`src/rtl/ohlcba_pkg.sv`:
```
// Shared types, constants and helper functions of the OHLC bar aggregator.
// Used by every module of the block; has no dependencies of its own.

package ohlcba_pkg;

  // Fixed field widths.
  localparam int unsigned DATE_W   = 27;
  localparam int unsigned TIME_W   = 18;
  localparam int unsigned VOL_IN_W = 32;

  // Defaults of the top-level parameters.
  localparam int unsigned PRICE_BITS_DEF      = 32;
  localparam int unsigned VOLUME_SUM_BITS_DEF = 48;

  // Configuration port.
  localparam int unsigned PADDR_W = 3;
  localparam int unsigned PDATA_W = 32;
  localparam int unsigned MODE_W  = 3;

  // Word index of the interval register (byte address 4 * index).
  localparam logic [PADDR_W-3:0] REG_INTERVAL_MODE = '0;

  // Bar length selected by the interval register; codes five to seven are
  // legal register contents and never close a bar on a tick.
  typedef enum logic [MODE_W-1:0] {
    MODE_UNSET  = 3'd0,
    MODE_SECOND = 3'd1,
    MODE_MINUTE = 3'd2,
    MODE_HOUR   = 3'd3,
    MODE_DAY    = 3'd4
  } interval_e;

  // hhmm and hh parts of an hhmmss time.
  localparam int unsigned MIN_Q_W = 12;
  localparam int unsigned HR_Q_W  = 5;

  typedef struct packed {
    logic [MIN_Q_W-1:0] hhmm;
    logic [HR_Q_W-1:0]  hh;
  } time_quot_t;

  // Reciprocals for division by 100 and by 10000. For every 18-bit time the
  // rounding error of the reciprocal stays below one unit of the quotient.
  localparam int unsigned RECIP_W        = 19;
  localparam int unsigned PROD_W         = TIME_W + RECIP_W;
  localparam logic [RECIP_W-1:0] DIV100_RECIP   = 19'd335545;
  localparam int unsigned        DIV100_SHIFT   = 25;
  localparam logic [RECIP_W-1:0] DIV10000_RECIP = 19'd429497;
  localparam int unsigned        DIV10000_SHIFT = 32;

  function automatic logic [MIN_Q_W-1:0] div100(input logic [TIME_W-1:0] t);
    logic [PROD_W-1:0] prod;
    prod = PROD_W'(t) * PROD_W'(DIV100_RECIP);
    return prod[DIV100_SHIFT +: MIN_Q_W];
  endfunction

  function automatic logic [HR_Q_W-1:0] div10000(input logic [TIME_W-1:0] t);
    logic [PROD_W-1:0] prod;
    prod = PROD_W'(t) * PROD_W'(DIV10000_RECIP);
    return prod[DIV10000_SHIFT +: HR_Q_W];
  endfunction

endpackage

```
`src/rtl/ohlcba_cfg_regs.sv`:
```
// APB-style configuration register of the OHLC bar aggregator.
// Holds the bar interval mode; depends on ohlcba_pkg.

module ohlcba_cfg_regs (
  input  logic                           clk_i,
  input  logic                           rst_ni,
  input  logic                           psel,
  input  logic                           penable,
  input  logic                           pwrite,
  input  logic [ohlcba_pkg::PADDR_W-1:0] paddr,
  input  logic [ohlcba_pkg::PDATA_W-1:0] pwdata,
  output logic [ohlcba_pkg::PDATA_W-1:0] prdata,
  output logic                           pready,
  output ohlcba_pkg::interval_e          mode_o
);
  import ohlcba_pkg::*;

  interval_e mode_q, mode_d;
  logic      hit;
  logic      wr_en;

  assign pready = 1'b1;
  assign hit    = (paddr[PADDR_W-1:2] == REG_INTERVAL_MODE);
  assign wr_en  = psel && penable && pwrite && hit;

  always_comb begin
    mode_d = mode_q;
    if (wr_en) begin
      mode_d = interval_e'(pwdata[MODE_W-1:0]);
    end
  end

  always_ff @(posedge clk_i or negedge rst_ni) begin
    if (!rst_ni) begin
      mode_q <= MODE_UNSET;
    end else begin
      mode_q <= mode_d;
    end
  end

  assign prdata = hit ? PDATA_W'(mode_q) : '0;
  assign mode_o = mode_q;

endmodule

```
`src/rtl/ohlcba_close_detect.sv`:
```
// Decides whether a tick falls into a later interval than the open bar.
// Splits the tick time into hhmm and hh parts; depends on ohlcba_pkg.

module ohlcba_close_detect (
  input  ohlcba_pkg::interval_e               mode_i,
  input  logic                                bar_open_i,
  input  logic [ohlcba_pkg::DATE_W-1:0]       tick_date_i,
  input  logic [ohlcba_pkg::TIME_W-1:0]       tick_time_i,
  input  logic [ohlcba_pkg::DATE_W-1:0]       last_date_i,
  input  logic [ohlcba_pkg::TIME_W-1:0]       last_time_i,
  input  ohlcba_pkg::time_quot_t              last_quot_i,
  output ohlcba_pkg::time_quot_t              tick_quot_o,
  output logic                                later_o
);
  import ohlcba_pkg::*;

  time_quot_t tick_quot;
  logic       newer_day;
  logic       later;

  // The quotients of the last time are kept in registers, so only the
  // incoming time goes through the reciprocal multipliers.
  assign tick_quot.hhmm = div100(tick_time_i);
  assign tick_quot.hh   = div10000(tick_time_i);
  assign newer_day      = tick_date_i > last_date_i;

  always_comb begin
    unique case (mode_i)
      MODE_SECOND: later = newer_day || (tick_time_i > last_time_i);
      MODE_MINUTE: later = newer_day || (tick_quot.hhmm > last_quot_i.hhmm);
      MODE_HOUR:   later = newer_day || (tick_quot.hh > last_quot_i.hh);
      MODE_DAY:    later = newer_day;
      default:     later = 1'b0;
    endcase
  end

  assign later_o     = bar_open_i && later;
  assign tick_quot_o = tick_quot;

endmodule

```
`src/rtl/ohlcba_unit.sv`:
```
// Top level of the OHLC bar aggregator: bar state, tick update and result register.
// Depends on ohlcba_pkg, ohlcba_cfg_regs and ohlcba_close_detect.

// Usage.
// Ticks and cutoff commands enter on the input channel (in_valid_i/in_ready_o);
// every closed bar leaves as one transfer on the output channel
// (out_valid_o/out_ready_i). An item produces at most one bar.
// Each accepted item is folded into the bar state in the cycle of its
// transfer, and the bar it closes appears on the output in the next cycle,
// held in the result register. One item is accepted every cycle; the only
// limit is the single result register: while it holds a bar that the
// receiver has not taken, no new item is accepted. A stalled receiver
// therefore stalls the input after at most one pending bar.
// The interval mode is written over the APB-style port at byte address 0;
// the user must write it only while the block is idle, which the block
// itself does not enforce. Reset leaves no bar open, the output empty and
// the mode unset; in unset mode every item is accepted and ignored.
// A cutoff command closes the open bar; a cutoff with no bar open does nothing.

module ohlc_bar_aggregator_unit #(
  parameter int unsigned PRICE_BITS      = ohlcba_pkg::PRICE_BITS_DEF,
  parameter int unsigned VOLUME_SUM_BITS = ohlcba_pkg::VOLUME_SUM_BITS_DEF
) (
  input  logic                            clk_i,
  input  logic                            rst_ni,
  // Configuration port.
  input  logic                            psel,
  input  logic                            penable,
  input  logic                            pwrite,
  input  logic [ohlcba_pkg::PADDR_W-1:0]  paddr,
  input  logic [ohlcba_pkg::PDATA_W-1:0]  pwdata,
  output logic [ohlcba_pkg::PDATA_W-1:0]  prdata,
  output logic                            pready,
  // Tick channel.
  input  logic                            in_valid_i,
  output logic                            in_ready_o,
  input  logic                            command_i,
  input  logic [ohlcba_pkg::DATE_W-1:0]   tick_date_i,
  input  logic [ohlcba_pkg::TIME_W-1:0]   tick_time_i,
  input  logic [PRICE_BITS-1:0]           tick_price_i,
  input  logic [ohlcba_pkg::VOL_IN_W-1:0] tick_volume_i,
  // Bar channel.
  output logic                            out_valid_o,
  input  logic                            out_ready_i,
  output logic [ohlcba_pkg::DATE_W-1:0]   bar_date_o,
  output logic [ohlcba_pkg::TIME_W-1:0]   bar_time_o,
  output logic [PRICE_BITS-1:0]           bar_open_o,
  output logic [PRICE_BITS-1:0]           bar_high_o,
  output logic [PRICE_BITS-1:0]           bar_low_o,
  output logic [PRICE_BITS-1:0]           bar_close_o,
  output logic [VOLUME_SUM_BITS-1:0]      bar_volume_o
);
  import ohlcba_pkg::*;

  interval_e mode;
  logic      in_fire;
  logic      is_cutoff;
  logic      later;
  logic      emit;
  logic      start_bar;
  logic      add_tick;

  time_quot_t tick_quot;

  // Bar state.
  logic                       bar_open_q, bar_open_d;
  logic [DATE_W-1:0]          last_date_q;
  logic [TIME_W-1:0]          last_time_q;
  time_quot_t                 last_quot_q;
  logic [PRICE_BITS-1:0]      open_q, high_q, low_q, close_q;
  logic [VOLUME_SUM_BITS-1:0] vol_q, vol_d;
  logic [VOLUME_SUM_BITS:0]   vol_sum;

  // Result register.
  logic                       out_valid_q, out_valid_d;
  logic [DATE_W-1:0]          res_date_q;
  logic [TIME_W-1:0]          res_time_q;
  logic [PRICE_BITS-1:0]      res_open_q, res_high_q, res_low_q, res_close_q;
  logic [VOLUME_SUM_BITS-1:0] res_vol_q;

  ohlcba_cfg_regs u_cfg_regs (
    .clk_i   (clk_i),
    .rst_ni  (rst_ni),
    .psel    (psel),
    .penable (penable),
    .pwrite  (pwrite),
    .paddr   (paddr),
    .pwdata  (pwdata),
    .prdata  (prdata),
    .pready  (pready),
    .mode_o  (mode)
  );

  ohlcba_close_detect u_close_detect (
    .mode_i      (mode),
    .bar_open_i  (bar_open_q),
    .tick_date_i (tick_date_i),
    .tick_time_i (tick_time_i),
    .last_date_i (last_date_q),
    .last_time_i (last_time_q),
    .last_quot_i (last_quot_q),
    .tick_quot_o (tick_quot),
    .later_o     (later)
  );

  assign in_ready_o = !out_valid_q || out_ready_i;
  assign in_fire    = in_valid_i && in_ready_o;
  assign is_cutoff  = in_fire && (mode != MODE_UNSET) && command_i;
  assign add_tick   = in_fire && (mode != MODE_UNSET) && !command_i;

  // A closing tick both emits the old bar and opens a new one.
  assign emit      = (is_cutoff && bar_open_q) || (add_tick && later);
  assign start_bar = add_tick && (!bar_open_q || later);

  // The extra top bit of the sum flags an overflow, which saturates.
  assign vol_sum = {1'b0, vol_q} + (VOLUME_SUM_BITS + 1)'(tick_volume_i);

  always_comb begin
    if (start_bar) begin
      vol_d = VOLUME_SUM_BITS'(tick_volume_i);
    end else if (vol_sum[VOLUME_SUM_BITS]) begin
      vol_d = '1;
    end else begin
      vol_d = vol_sum[VOLUME_SUM_BITS-1:0];
    end
  end

  always_comb begin
    bar_open_d = bar_open_q;
    if (add_tick) begin
      bar_open_d = 1'b1;
    end else if (is_cutoff) begin
      bar_open_d = 1'b0;
    end
  end

  always_comb begin
    out_valid_d = out_valid_q;
    if (emit) begin
      out_valid_d = 1'b1;
    end else if (out_ready_i) begin
      out_valid_d = 1'b0;
    end
  end

  always_ff @(posedge clk_i or negedge rst_ni) begin
    if (!rst_ni) begin
      bar_open_q  <= 1'b0;
      out_valid_q <= 1'b0;
      last_date_q <= '0;
      last_time_q <= '0;
      last_quot_q <= '0;
    end else begin
      bar_open_q  <= bar_open_d;
      out_valid_q <= out_valid_d;
      if (add_tick) begin
        last_date_q <= tick_date_i;
        last_time_q <= tick_time_i;
        last_quot_q <= tick_quot;
      end
    end
  end

  // Prices and the sum are only read while a bar is open.
  always_ff @(posedge clk_i) begin
    if (add_tick) begin
      close_q <= tick_price_i;
      vol_q   <= vol_d;
      if (start_bar) begin
        open_q <= tick_price_i;
        high_q <= tick_price_i;
        low_q  <= tick_price_i;
      end else begin
        if (tick_price_i > high_q) begin
          high_q <= tick_price_i;
        end
        if (tick_price_i < low_q) begin
          low_q <= tick_price_i;
        end
      end
    end
  end

  always_ff @(posedge clk_i) begin
    if (emit) begin
      res_date_q  <= last_date_q;
      res_time_q  <= last_time_q;
      res_open_q  <= open_q;
      res_high_q  <= high_q;
      res_low_q   <= low_q;
      res_close_q <= close_q;
      res_vol_q   <= vol_q;
    end
  end

  assign out_valid_o  = out_valid_q;
  assign bar_date_o   = res_date_q;
  assign bar_time_o   = res_time_q;
  assign bar_open_o   = res_open_q;
  assign bar_high_o   = res_high_q;
  assign bar_low_o    = res_low_q;
  assign bar_close_o  = res_close_q;
  assign bar_volume_o = res_vol_q;

  // In unset mode an accepted item never produces a bar.
  assert property (@(posedge clk_i) disable iff (!rst_ni)
    (in_fire && (mode == MODE_UNSET)) |=> !out_valid_q)
    else $error("bar emitted in unset mode");

  // A cutoff with no open bar produces nothing.
  assert property (@(posedge clk_i) disable iff (!rst_ni)
    (in_fire && command_i && !bar_open_q) |=> !out_valid_q)
    else $error("bar emitted by cutoff with no open bar");

  // A tick accepted outside unset mode always leaves a bar open.
  assert property (@(posedge clk_i) disable iff (!rst_ni)
    (add_tick) |=> bar_open_q)
    else $error("no bar open after a tick");

  // An open bar never has a low above its high.
  assert property (@(posedge clk_i) disable iff (!rst_ni)
    (add_tick && !start_bar) |=> (low_q <= high_q))
    else $error("bar low above bar high");

endmodule

```
`config.mk`:
```
export PLATFORM = sky130hd
export DESIGN_NAME = ohlc_bar_aggregator_unit
export DESIGN_NICKNAME = d
export VERILOG_FILES = /design/src/rtl/ohlcba_pkg.sv /design/src/rtl/ohlcba_cfg_regs.sv /design/src/rtl/ohlcba_close_detect.sv /design/src/rtl/ohlcba_unit.sv
export SDC_FILE = /design/constraint.sdc
export NUM_CORES = 1
export LEC_CHECK = 0
export BUFFER_PORTS_ARGS = -buffer_cell sky130_fd_sc_hd__buf_4
export CORE_MARGIN = 2
export CORE_UTILIZATION = 55
export DETAILED_ROUTE_END_ITERATION = 10
export PLACE_DENSITY = 0.79
export SETUP_SLACK_MARGIN = 0.05
export SYNTH_ARGS = -nofsm -noshare
export SYNTH_HDL_FRONTEND = slang
export SYNTH_HIERARCHICAL = 1
export SYNTH_SLANG_ARGS = --single-unit
```
`constraint.sdc`:
```
create_clock -name clk_i -period 16.7 [get_ports clk_i]
set_input_delay 1.67 -clock clk_i [delete_from_list [all_inputs] [get_ports clk_i]]
set_output_delay 1.67 -clock clk_i [all_outputs]
set_load 0.01 [all_outputs]
```
Word level (Yosys, flattened, before mapping)
Cells that the tools add are included.

Bits in registers: 464. Input port bits: 152. Output and inout bits: 256. Word-level logic and storage cells: 74.

Add/sub/neg operators: 1. Multipliers: 2. Magnitude comparators: 6. Equal/unequal tests: 4. Multiplexer cells: 12. Bitwise operators: 1. Reductions and logical operators: 28.

Operators by type and width (number): 32-bit two-way mux (5); 18-bit by 19-bit multiplier with 37-bit output, second input constant (2); 48-bit by 32-bit adder with 49-bit output (1); 48-bit two-way mux (1); 32-bit > comparator (1); 32-bit < comparator (1); 27-bit > comparator (1); 18-bit > comparator (1); 12-bit > comparator (1); 1-bit logical AND (11); 2-bit nonzero test (4); 3-bit by 2-bit equality test with 1-bit output, second input constant (2); 1-bit logical OR (6); 2-bit AND reduction (3); 5-bit > comparator (1); 1-bit two-way mux (4); 1-bit case mux with 4 select lines (1); 3-bit by 1-bit equality test with 1-bit output, second input constant (1); 3-bit equality test, second input constant (1); 1-bit logical NOT (3); 3-bit two-way mux (1); 3-bit nonzero test (1); 1-bit inverter (1).

Logic depth before layout (Yosys ltp)
Gate-level depths: netlist (run 1).

Depth after elaboration: 9. Mapped depth: 33. Depth with buffers taken out: 32.

Modules after synthesis
The synthesis (run 1) kept the hierarchy.

Modules (own cells, without submodules): ohlc_bar_aggregator_unit (instances 1, cells an instance 1121, area an instance 18360.1 µm², sequential area each 13523.0 µm²); ohlcba_close_detect (instances 1, cells an instance 1280, area an instance 12017.8 µm², sequential area each 0.0 µm²); ohlcba_cfg_regs (instances 1, cells an instance 42, area an instance 402.9 µm², sequential area each 75.1 µm²).

Worst setup path before layout (run 1)
OpenSTA, ideal clock, no wires.

Kind: input-to-reg. Start point: input port tick_time_i[15] in the netlist's numbering. End point: register res_close_q[0] (netlist: bar_close_o[0]), enable pin. Arrival: 16.956 ns. Data required time: 15.894 ns. Path slack: -1.062 ns. Stages on the path: 26. Buffers on the path: 0. Cell sequence: fa_1 xor2_1 ha_1 or2_2 fa_1 fa_1 fa_1 inv_1 fa_1 inv_1 ha_1 and3_4 and4_4 a221o_1 a21oi_4 o31ai_1 a211oi_1 a21oi_1 ha_1 nand4_1 or2_2 o221ai_1 o211ai_1 o221ai_1 mux2i_1 nor2_1.

RTL lines: from (decl) (RTL line ohlcba_unit.sv:39) `input logic [ohlcba_pkg::TIME_W-1:0] tick_time_i,`; to (signal assigned) (RTL line ohlcba_unit.sv:191) `res_close_q <= close_q;`; to (decl) (RTL line ohlcba_unit.sv:78) `logic [PRICE_BITS-1:0] res_open_q, res_high_q, res_low_q, res_close_q;`.

==> run summary, run 1 <==
number of flops mapped to enable cells by yosys = 397
WHS = 398.0 ps
met3 WL = 4.299 mm
Max Transition Viols Final = 0
Final Instance Area = 0.03584 mm2
Area contributors post-synth = edfxtp_1, ha_1, fa_1
TritonRoute pass-1 iters = 6
total wire length = 72.27 mm
non-filler cells, final = 3602
met2 wire length = 36.22 mm
TritonCTS clock tree = yes
RePlAce Congestion = 0.9270
DRC = 0
Hold Crit Depth = 0
fin worst setup slack = 6438 ps
largest net degree at the start of global routing = 193
Clock Path Buffers = 3
ys flop type = edfxtp_1
leakage = 16.59 nW
min-delay worst type = reg -> reg
initial antenna violation count = 1
DRT antenna net count = 0
DP Wirelength = 55.44 mm
hold violation count in the final report = 0
Pwr per Cell Area = 169.1 mW/mm2
metal1 wirelength = 29.26 mm
total global routing overflow = 0
DR top layer = met4
Fmax = 97.45 MHz
drt wl/cell = 20.06 um
CTS H-Tree Depth = 2
hold_buf cts = 0
area grow syn2layout = 16.43%
synth cell count leaders = inv_1, ha_1, edfxtp_1, fa_1, a21oi_1
Die Wd = 240.6 um
Yosys top cell area share = 38.73%
Worst-Margin Slew = 1149 ps
CP Capture Type = register
clk slew on worst S/H paths = 60 ps
Yosys warning total = 6
Worst Setup SP = tick_time_i[15]
crit path time final = 10260 ps
Root Driver = clkbuf_16
vias in the first global route = 20306
CP Class = in -> reg
final setup TNS = 0 ps
Post-Syn Instances = 2443
register bit total from synthesis = 464
Yosys cell types = 85
share of cells above drive strength 1 = 19.07%
R2R Setup Slk = 12140 ps
clock sinks = 464
R2R cell count = 12
worst skew pair latency = 610 ps
Critical Path AT = 10470 ps
Worst VDD drop = 0.2075 mV
Initial Utilization = 55.76%
Critical Path Start Type = input port
row cnt = 86
post-cts sizing count = 0
I/O Buffers = 346
Mapped Area = 0.03078 mm2
status = completed
RSZ-0062 raised after global routing = no
post-synthesis sequential area ratio = 44.18%
reg2reg start = last_time_q[9]
Nets = 3602
DR vias = 19421
Req. time, crit path = 16900 ps
first-pass GRT wire length = 111.7 mm
Setup Fix Bufs, Post-CTS = 0
Post-DP Area = 0.03414 mm2
worst rel slew slack = 23.39%
Yosys top cell by area = edfxtp_1
IO Count = 408
final worst path period share = 61.45%
final core utilization = 64.93%
Finish-stage setup viols = 0
Die Y = 240.6 um
die area = 0.05787 mm2
worst min-delay path startpoint = low_q[27]
drt via density = 5.392
most common cell in the netlist = inv_1
Hold EP = bar_low_o[27]
DP Worst Slack = 5898 ps
total core area = 0.05520 mm2
DR iter-0 viols = 1100
All-Layer GR Usage = 25.14%
dpl cells = 3515
Design Power = 6.059 mW
Max-Cap Viols = 0
ys async rst share = 14.44%
Num CTS Buffers = 47
reg2reg end = bar_close_o[27]
clk_skew = 69.99 ps
crit path max fanout = 192
syn_area_per_cell = 12.60 um2
## cells by family after synthesis
kind of cell | Yosys count | synth area share (%)
xor+xnor | 59 | 1.679
other cells | 2 | 0.02440
fa+ha+maj | 634 | 31.41
simple gates | 269 | 4.662
mux | 66 | 2.447
compound gates | 353 | 7.792
flops | 464 | 44.18
buf+inv | 596 | 7.813
## layout make-up
type	instances	area, um2
antenna	1	2.502
clock buffer	52	1205
clock inverter	34	495.5
fill	4008	19360
inverter	540	2027
multi-input combinational	1411	14920
sequential	464	13600
tap	748	935.9
timing repair buffer	352	2655
## layout by cell type (no fill, tap or decap), types with 47 or more instances in the layout
cell and instances:
a21o_1 59, clkbuf_16 47, buf_4 351, a21oi_1 100
ha_1 403, edfxtp_1 397, nor2_1 53, o21ai_0 54
fa_1 231, mux2_2 62, inv_1 539, dfrtp_1 67
nand2_1 63
## critical path, stage by stage
cell and delay, ps:
buf_4 180, fa_1 650, inv_1 90, fa_1 540, inv_1 70, fa_1 500
fa_1 550, fa_1 550, inv_1 60, fa_1 540, inv_1 50, ha_1 310
a211oi_1 250, o21ai_0 190, a31oi_1 270, o2bb2ai_1 140, nor2_1 250, nor2_1 90
a211o_1 260, ha_1 300, nand2_1 70, o22ai_1 70, a21oi_1 320, a22oi_1 170
o221ai_1 360, mux2i_1 200, nor2_4 790, buf_12 800
## layer usage
metal,vias to the layer above,GRT usage (%)
li1,9062,-
met1,9606,32.07
met2,614,43.66
met3,139,4.209
met4,0,8.451
met5,-,0
## power breakdown
group	leakage, nW	switching (mW)	internal (mW)
registers	4.44	0.100	1.52
logic	11.3	1.91	1.39
clock network	0.803	0.466	0.670
## worst max-delay path by stage
stage / to / slack, ps / depth (start not counted)
3_5_place_dp: bar_close_o[27] / 5900 / 28
5_1_grt: bar_close_o[27] / 5910 / 30
6_report: bar_close_o[27] / 6440 / 28
4_1_cts: bar_time_o[0] / 6470 / 28
2_1_floorplan: bar_close_o[0] / 2680 / 26
3_3_place_gp: bar_volume_o[2] / 5980 / 29
No activity file was read; power rests on OpenSTA's default activity.
==> run 2, diff against run 1 <==
--- a/config.mk
+++ b/config.mk
@@ -5,11 +5,12 @@
 export SDC_FILE = /design/constraint.sdc
 export NUM_CORES = 1
 export LEC_CHECK = 0
+export ABC_AREA = 1
 export BUFFER_PORTS_ARGS = -buffer_cell sky130_fd_sc_hd__buf_4
 export CORE_MARGIN = 2
 export CORE_UTILIZATION = 55
 export DETAILED_ROUTE_END_ITERATION = 10
-export PLACE_DENSITY = 0.79
+export PLACE_DENSITY = 0.78
 export SETUP_SLACK_MARGIN = 0.05
 export SYNTH_ARGS = -nofsm -noshare
 export SYNTH_HDL_FRONTEND = slang
==> constraint.sdc (replaced) <==
create_clock -name clk_i -period 10.2 [get_ports clk_i]
set_input_delay 1.02 -clock clk_i [delete_from_list [all_inputs] [get_ports clk_i]]
set_output_delay 1.02 -clock clk_i [all_outputs]
set_load 0.01 [all_outputs]
==> run 2 against run 1 <==
Net effect:
- global-route usage grew 1.1 points
- hold slack gained 12 ps
- critical path depth grew 4
- worst setup slack lost 4800 ps
- cell count grew 33%
- critical path type unchanged
- largest cell class unchanged
- largest power group unchanged
- highest routed layer is now met5
==> run summary, run 2 <==
status = completed (unchanged)
post-cts sizing count = 0 (unchanged)
Sequential Area = 0.01360 mm2 (unchanged)
worst min-delay path startpoint = open_q[22] (was low_q[27])
drt wl/cell = 17.52 um (was 20.06 um)
TritonCTS clock tree = yes (unchanged)
crit path max fanout = 47 (was 192)
clk_skew = 37.71 ps (was 69.99 ps)
largest net degree at the start of global routing = 69 (was 193)
register bit total from synthesis = 464 (unchanged)
Hold EP = bar_open_o[22] (was bar_low_o[27])
CTS H-Tree Depth = 2 (unchanged)
CP Capture Type = register (unchanged)
Critical Path Start Type = input port (unchanged)
multi-input logic area = 0.01706 mm2 (was 0.01492 mm2)
most common cell in the netlist = nand2_1 (was inv_1)
CP delay by family, top = adder cells (unchanged)
Mapped Area = 0.03402 mm2 (was 0.03078 mm2)
Fmax = 116.6 MHz
Num CTS Buffers = 48 (was 47)
met3 WL = 4.954 mm (was 4.299 mm)
Yosys warning total = 6 (unchanged)
synth cell count leaders = nand2_1, inv_1, ha_1, edfxtp_1, fa_1 (was inv_1, ha_1, edfxtp_1, fa_1, a21oi_1)
Root Driver = clkbuf_16 (unchanged)
RSZ-0062 raised after global routing = no (unchanged)
worst rel slew slack = 38.32% (was 23.39%)
Finish-stage setup viols = 0 (unchanged)
min-delay worst type = reg -> reg (unchanged)
Worst VDD drop = 0.3285 mV (was 0.2075 mV)
clock sinks = 464 (unchanged)
Die Y = 252.7 um (was 240.6 um)
ys async rst share = 14.44% (unchanged)
Max Transition Viols Final = 0 (unchanged)
area grow syn2layout = 14.80% (was 16.43%)
All-Layer GR Usage = 26.21% (was 25.14%)
metal1 wirelength = 33.80 mm (was 29.26 mm)
DR top layer = met5 (was met4)
row cnt = 91 (was 86)
DRT antenna net count = 0 (unchanged)
RePlAce Congestion = 0.9737 (was 0.9270)
diode count = 0 (was 1)
DR vias = 24802 (was 19421)
number of flops mapped to enable cells by yosys = 397 (unchanged)
hold violation count in the final report = 0 (unchanged)
crit path time final = 8574 ps
CP max stage cell = buf_4 (was buf_12)
hold_buf cts = 0 (unchanged)
I/O Buffers = 346 (unchanged)
worst skew pair latency = 610 ps (about the same)
final worst path period share = 84.06%
total core area = 0.06148 mm2 (was 0.05520 mm2)
CP Class = in -> reg (unchanged)
die area = 0.06386 mm2 (was 0.05787 mm2)
leakage = 19.60 nW (was 16.59 nW)
met2 wire length = 42.09 mm (was 36.22 mm)
CP peak stage delay = 570 ps (was 800 ps)
Design Power = 10.97 mW (was 6.059 mW)
R2R Setup Slk = 6380 ps (was 12140 ps)
total global routing overflow = 0 (unchanged)
drt via density = 5.195 (was 5.392)
reg2reg start = last_time_q[17] (was last_time_q[9])
DP Wirelength = 66.33 mm (was 55.44 mm)
R2R cell count = 15 (was 12)
Pwr per Cell Area = 280.9 mW/mm2 (was 169.1 mW/mm2)
Initial Utilization = 55.34% (was 55.76%)
first-pass GRT wire length = 129.5 mm (was 111.7 mm)
Setup Fix Bufs, Post-CTS = 0 (unchanged)
Worst-Margin Slew = 925.2 ps (was 1149 ps)
Nets = 4731 (was 3602)
DRC = 0 (unchanged)
Clock Path Buffers = 3 (unchanged)
initial antenna violation count = 2 (was 1)
Yosys top cell area share = 35.04% (was 38.73%)
Req. time, crit path = 10530 ps (was 16900 ps)
DR iter-0 viols = 1670 (was 1100)
vias in the first global route = 24618 (was 20306)
reg2reg end = vol_q[31] (was bar_close_o[27])
total wire length = 83.62 mm (was 72.27 mm)
most frequent cells in the layout = inv_1, nand2_1, ha_1 (was inv_1, ha_1, edfxtp_1)
Critical Path AT = 8910 ps (was 10470 ps)
TritonRoute pass-1 iters = 8 (was 6)
post-synthesis sequential area ratio = 39.97% (was 44.18%)
syn_area_per_cell = 9.557 um2 (was 12.60 um2)
Area contributors post-synth = edfxtp_1, ha_1, fa_1 (unchanged)
Yosys cell types = 52 (was 85)
Hold Crit Depth = 0 (unchanged)
IO Count = 408 (unchanged)
filler instances = 4992 (was 4008)
Die Wd = 252.7 um (was 240.6 um)
clk slew on worst S/H paths = 60 ps (about the same)
ys flop type = edfxtp_1 (unchanged)
Max-Cap Viols = 0 (unchanged)
Post-Syn Instances = 3560 (was 2443)
worst path bufs/invs = 7 (was 6)
share of cells above drive strength 1 = 12.70% (was 19.07%)
Yosys top cell by area = edfxtp_1 (unchanged)
final setup TNS = 0 ps (unchanged)
## run 2: cell count changes after synthesis, sizes merged, moves of 13 or more
cell   before  now
a21o       60    8
xor2       23    5
nor2b      13    0
nand2      65  843
nor2       55  233
inv       540  832
a21oi     108  169
nand3      32  124
a31oi      29    5
mux2       65    0
## run 2: area by class of cell
class,instances,share of cell area (%)
multi-input combinational,2240,43.68
inverter,833,8.018
sequential,464,34.81
tap,790,2.531
clock buffer,57,3.187
clock inverter,32,0.8201
timing repair buffer,358,6.945
## run 2: metrics by stage
step                cells  util [%]  hold WS, ps  area [um2]  setup WS [ps]
floorplan            3588         -        400.3       34130          368.2
detailed placement   4685     60.98        404.5       37490           1116
CTS                  4774     63.53        393.7       39060           1737
global route         4774     63.53        408.0       39060           1363
global placement     4685     60.98        400.9       37490           1224
finish               4774     63.53        410.2       39060           1626
## run 2: cell families (layout without fill, tap and decap cells)
family / Yosys count / in the layout / share of synthesized area, %
adder cells (fa/ha/maj): 634 / 634 / 28.41
other: 2 / 30 / 0.02207
flip-flops: 464 / 464 / 39.97
XOR/XNOR: 30 / 30 / 0.7723
AND/OR/NAND/NOR: 1278 / 1278 / 15.55
AO/OA/AOI/OAI: 268 / 268 / 5.016
buffers and inverters: 884 / 1280 / 10.26
## run 2: metal layers
layer / vias to the layer above / track usage (%)
li1: 11962 / -
met1: 11886 / 33.17
met2: 815 / 46.16
met3: 137 / 3.821
met4: 2 / 8.656
met5: - / 0
## run 2: how the worst max path moves through the flow
stage	start	cells past startpoint	endpoint
2_1_floorplan	tick_time_i[15]	34	bar_close_o[0]
3_3_place_gp	tick_time_i[15]	33	vol_q[31]
3_5_place_dp	tick_time_i[8]	32	vol_q[31]
4_1_cts	tick_time_i[8]	32	vol_q[31]
5_1_grt	tick_time_i[16]	39	vol_q[31]
6_report	tick_time_i[7]	32	vol_q[31]
## run 2: worst register-to-register path, cell delays in order, from the launching register on
cell and delay [ps]:
dfrtp_1 370, inv_1 50, ha_1 300, nand2_1 70, nor2_1 410, nand3_1 120, nand3b_1 180, nand2_1 200
nand2_1 90, nand2_1 80, a21oi_1 110, o21ai_4 250, buf_4 570, nand2_8 210, inv_6 410, a21oi_1 160
## run 2: power by group
part           leakage [nW]  total (mW)  internal (mW)  switching (mW)
sequential             4.48        2.54           2.41           0.138
combinational          14.4        6.71           2.44            4.27
clock                 0.760        1.72          0.962           0.757
total                  19.6        11.0           5.80            5.17
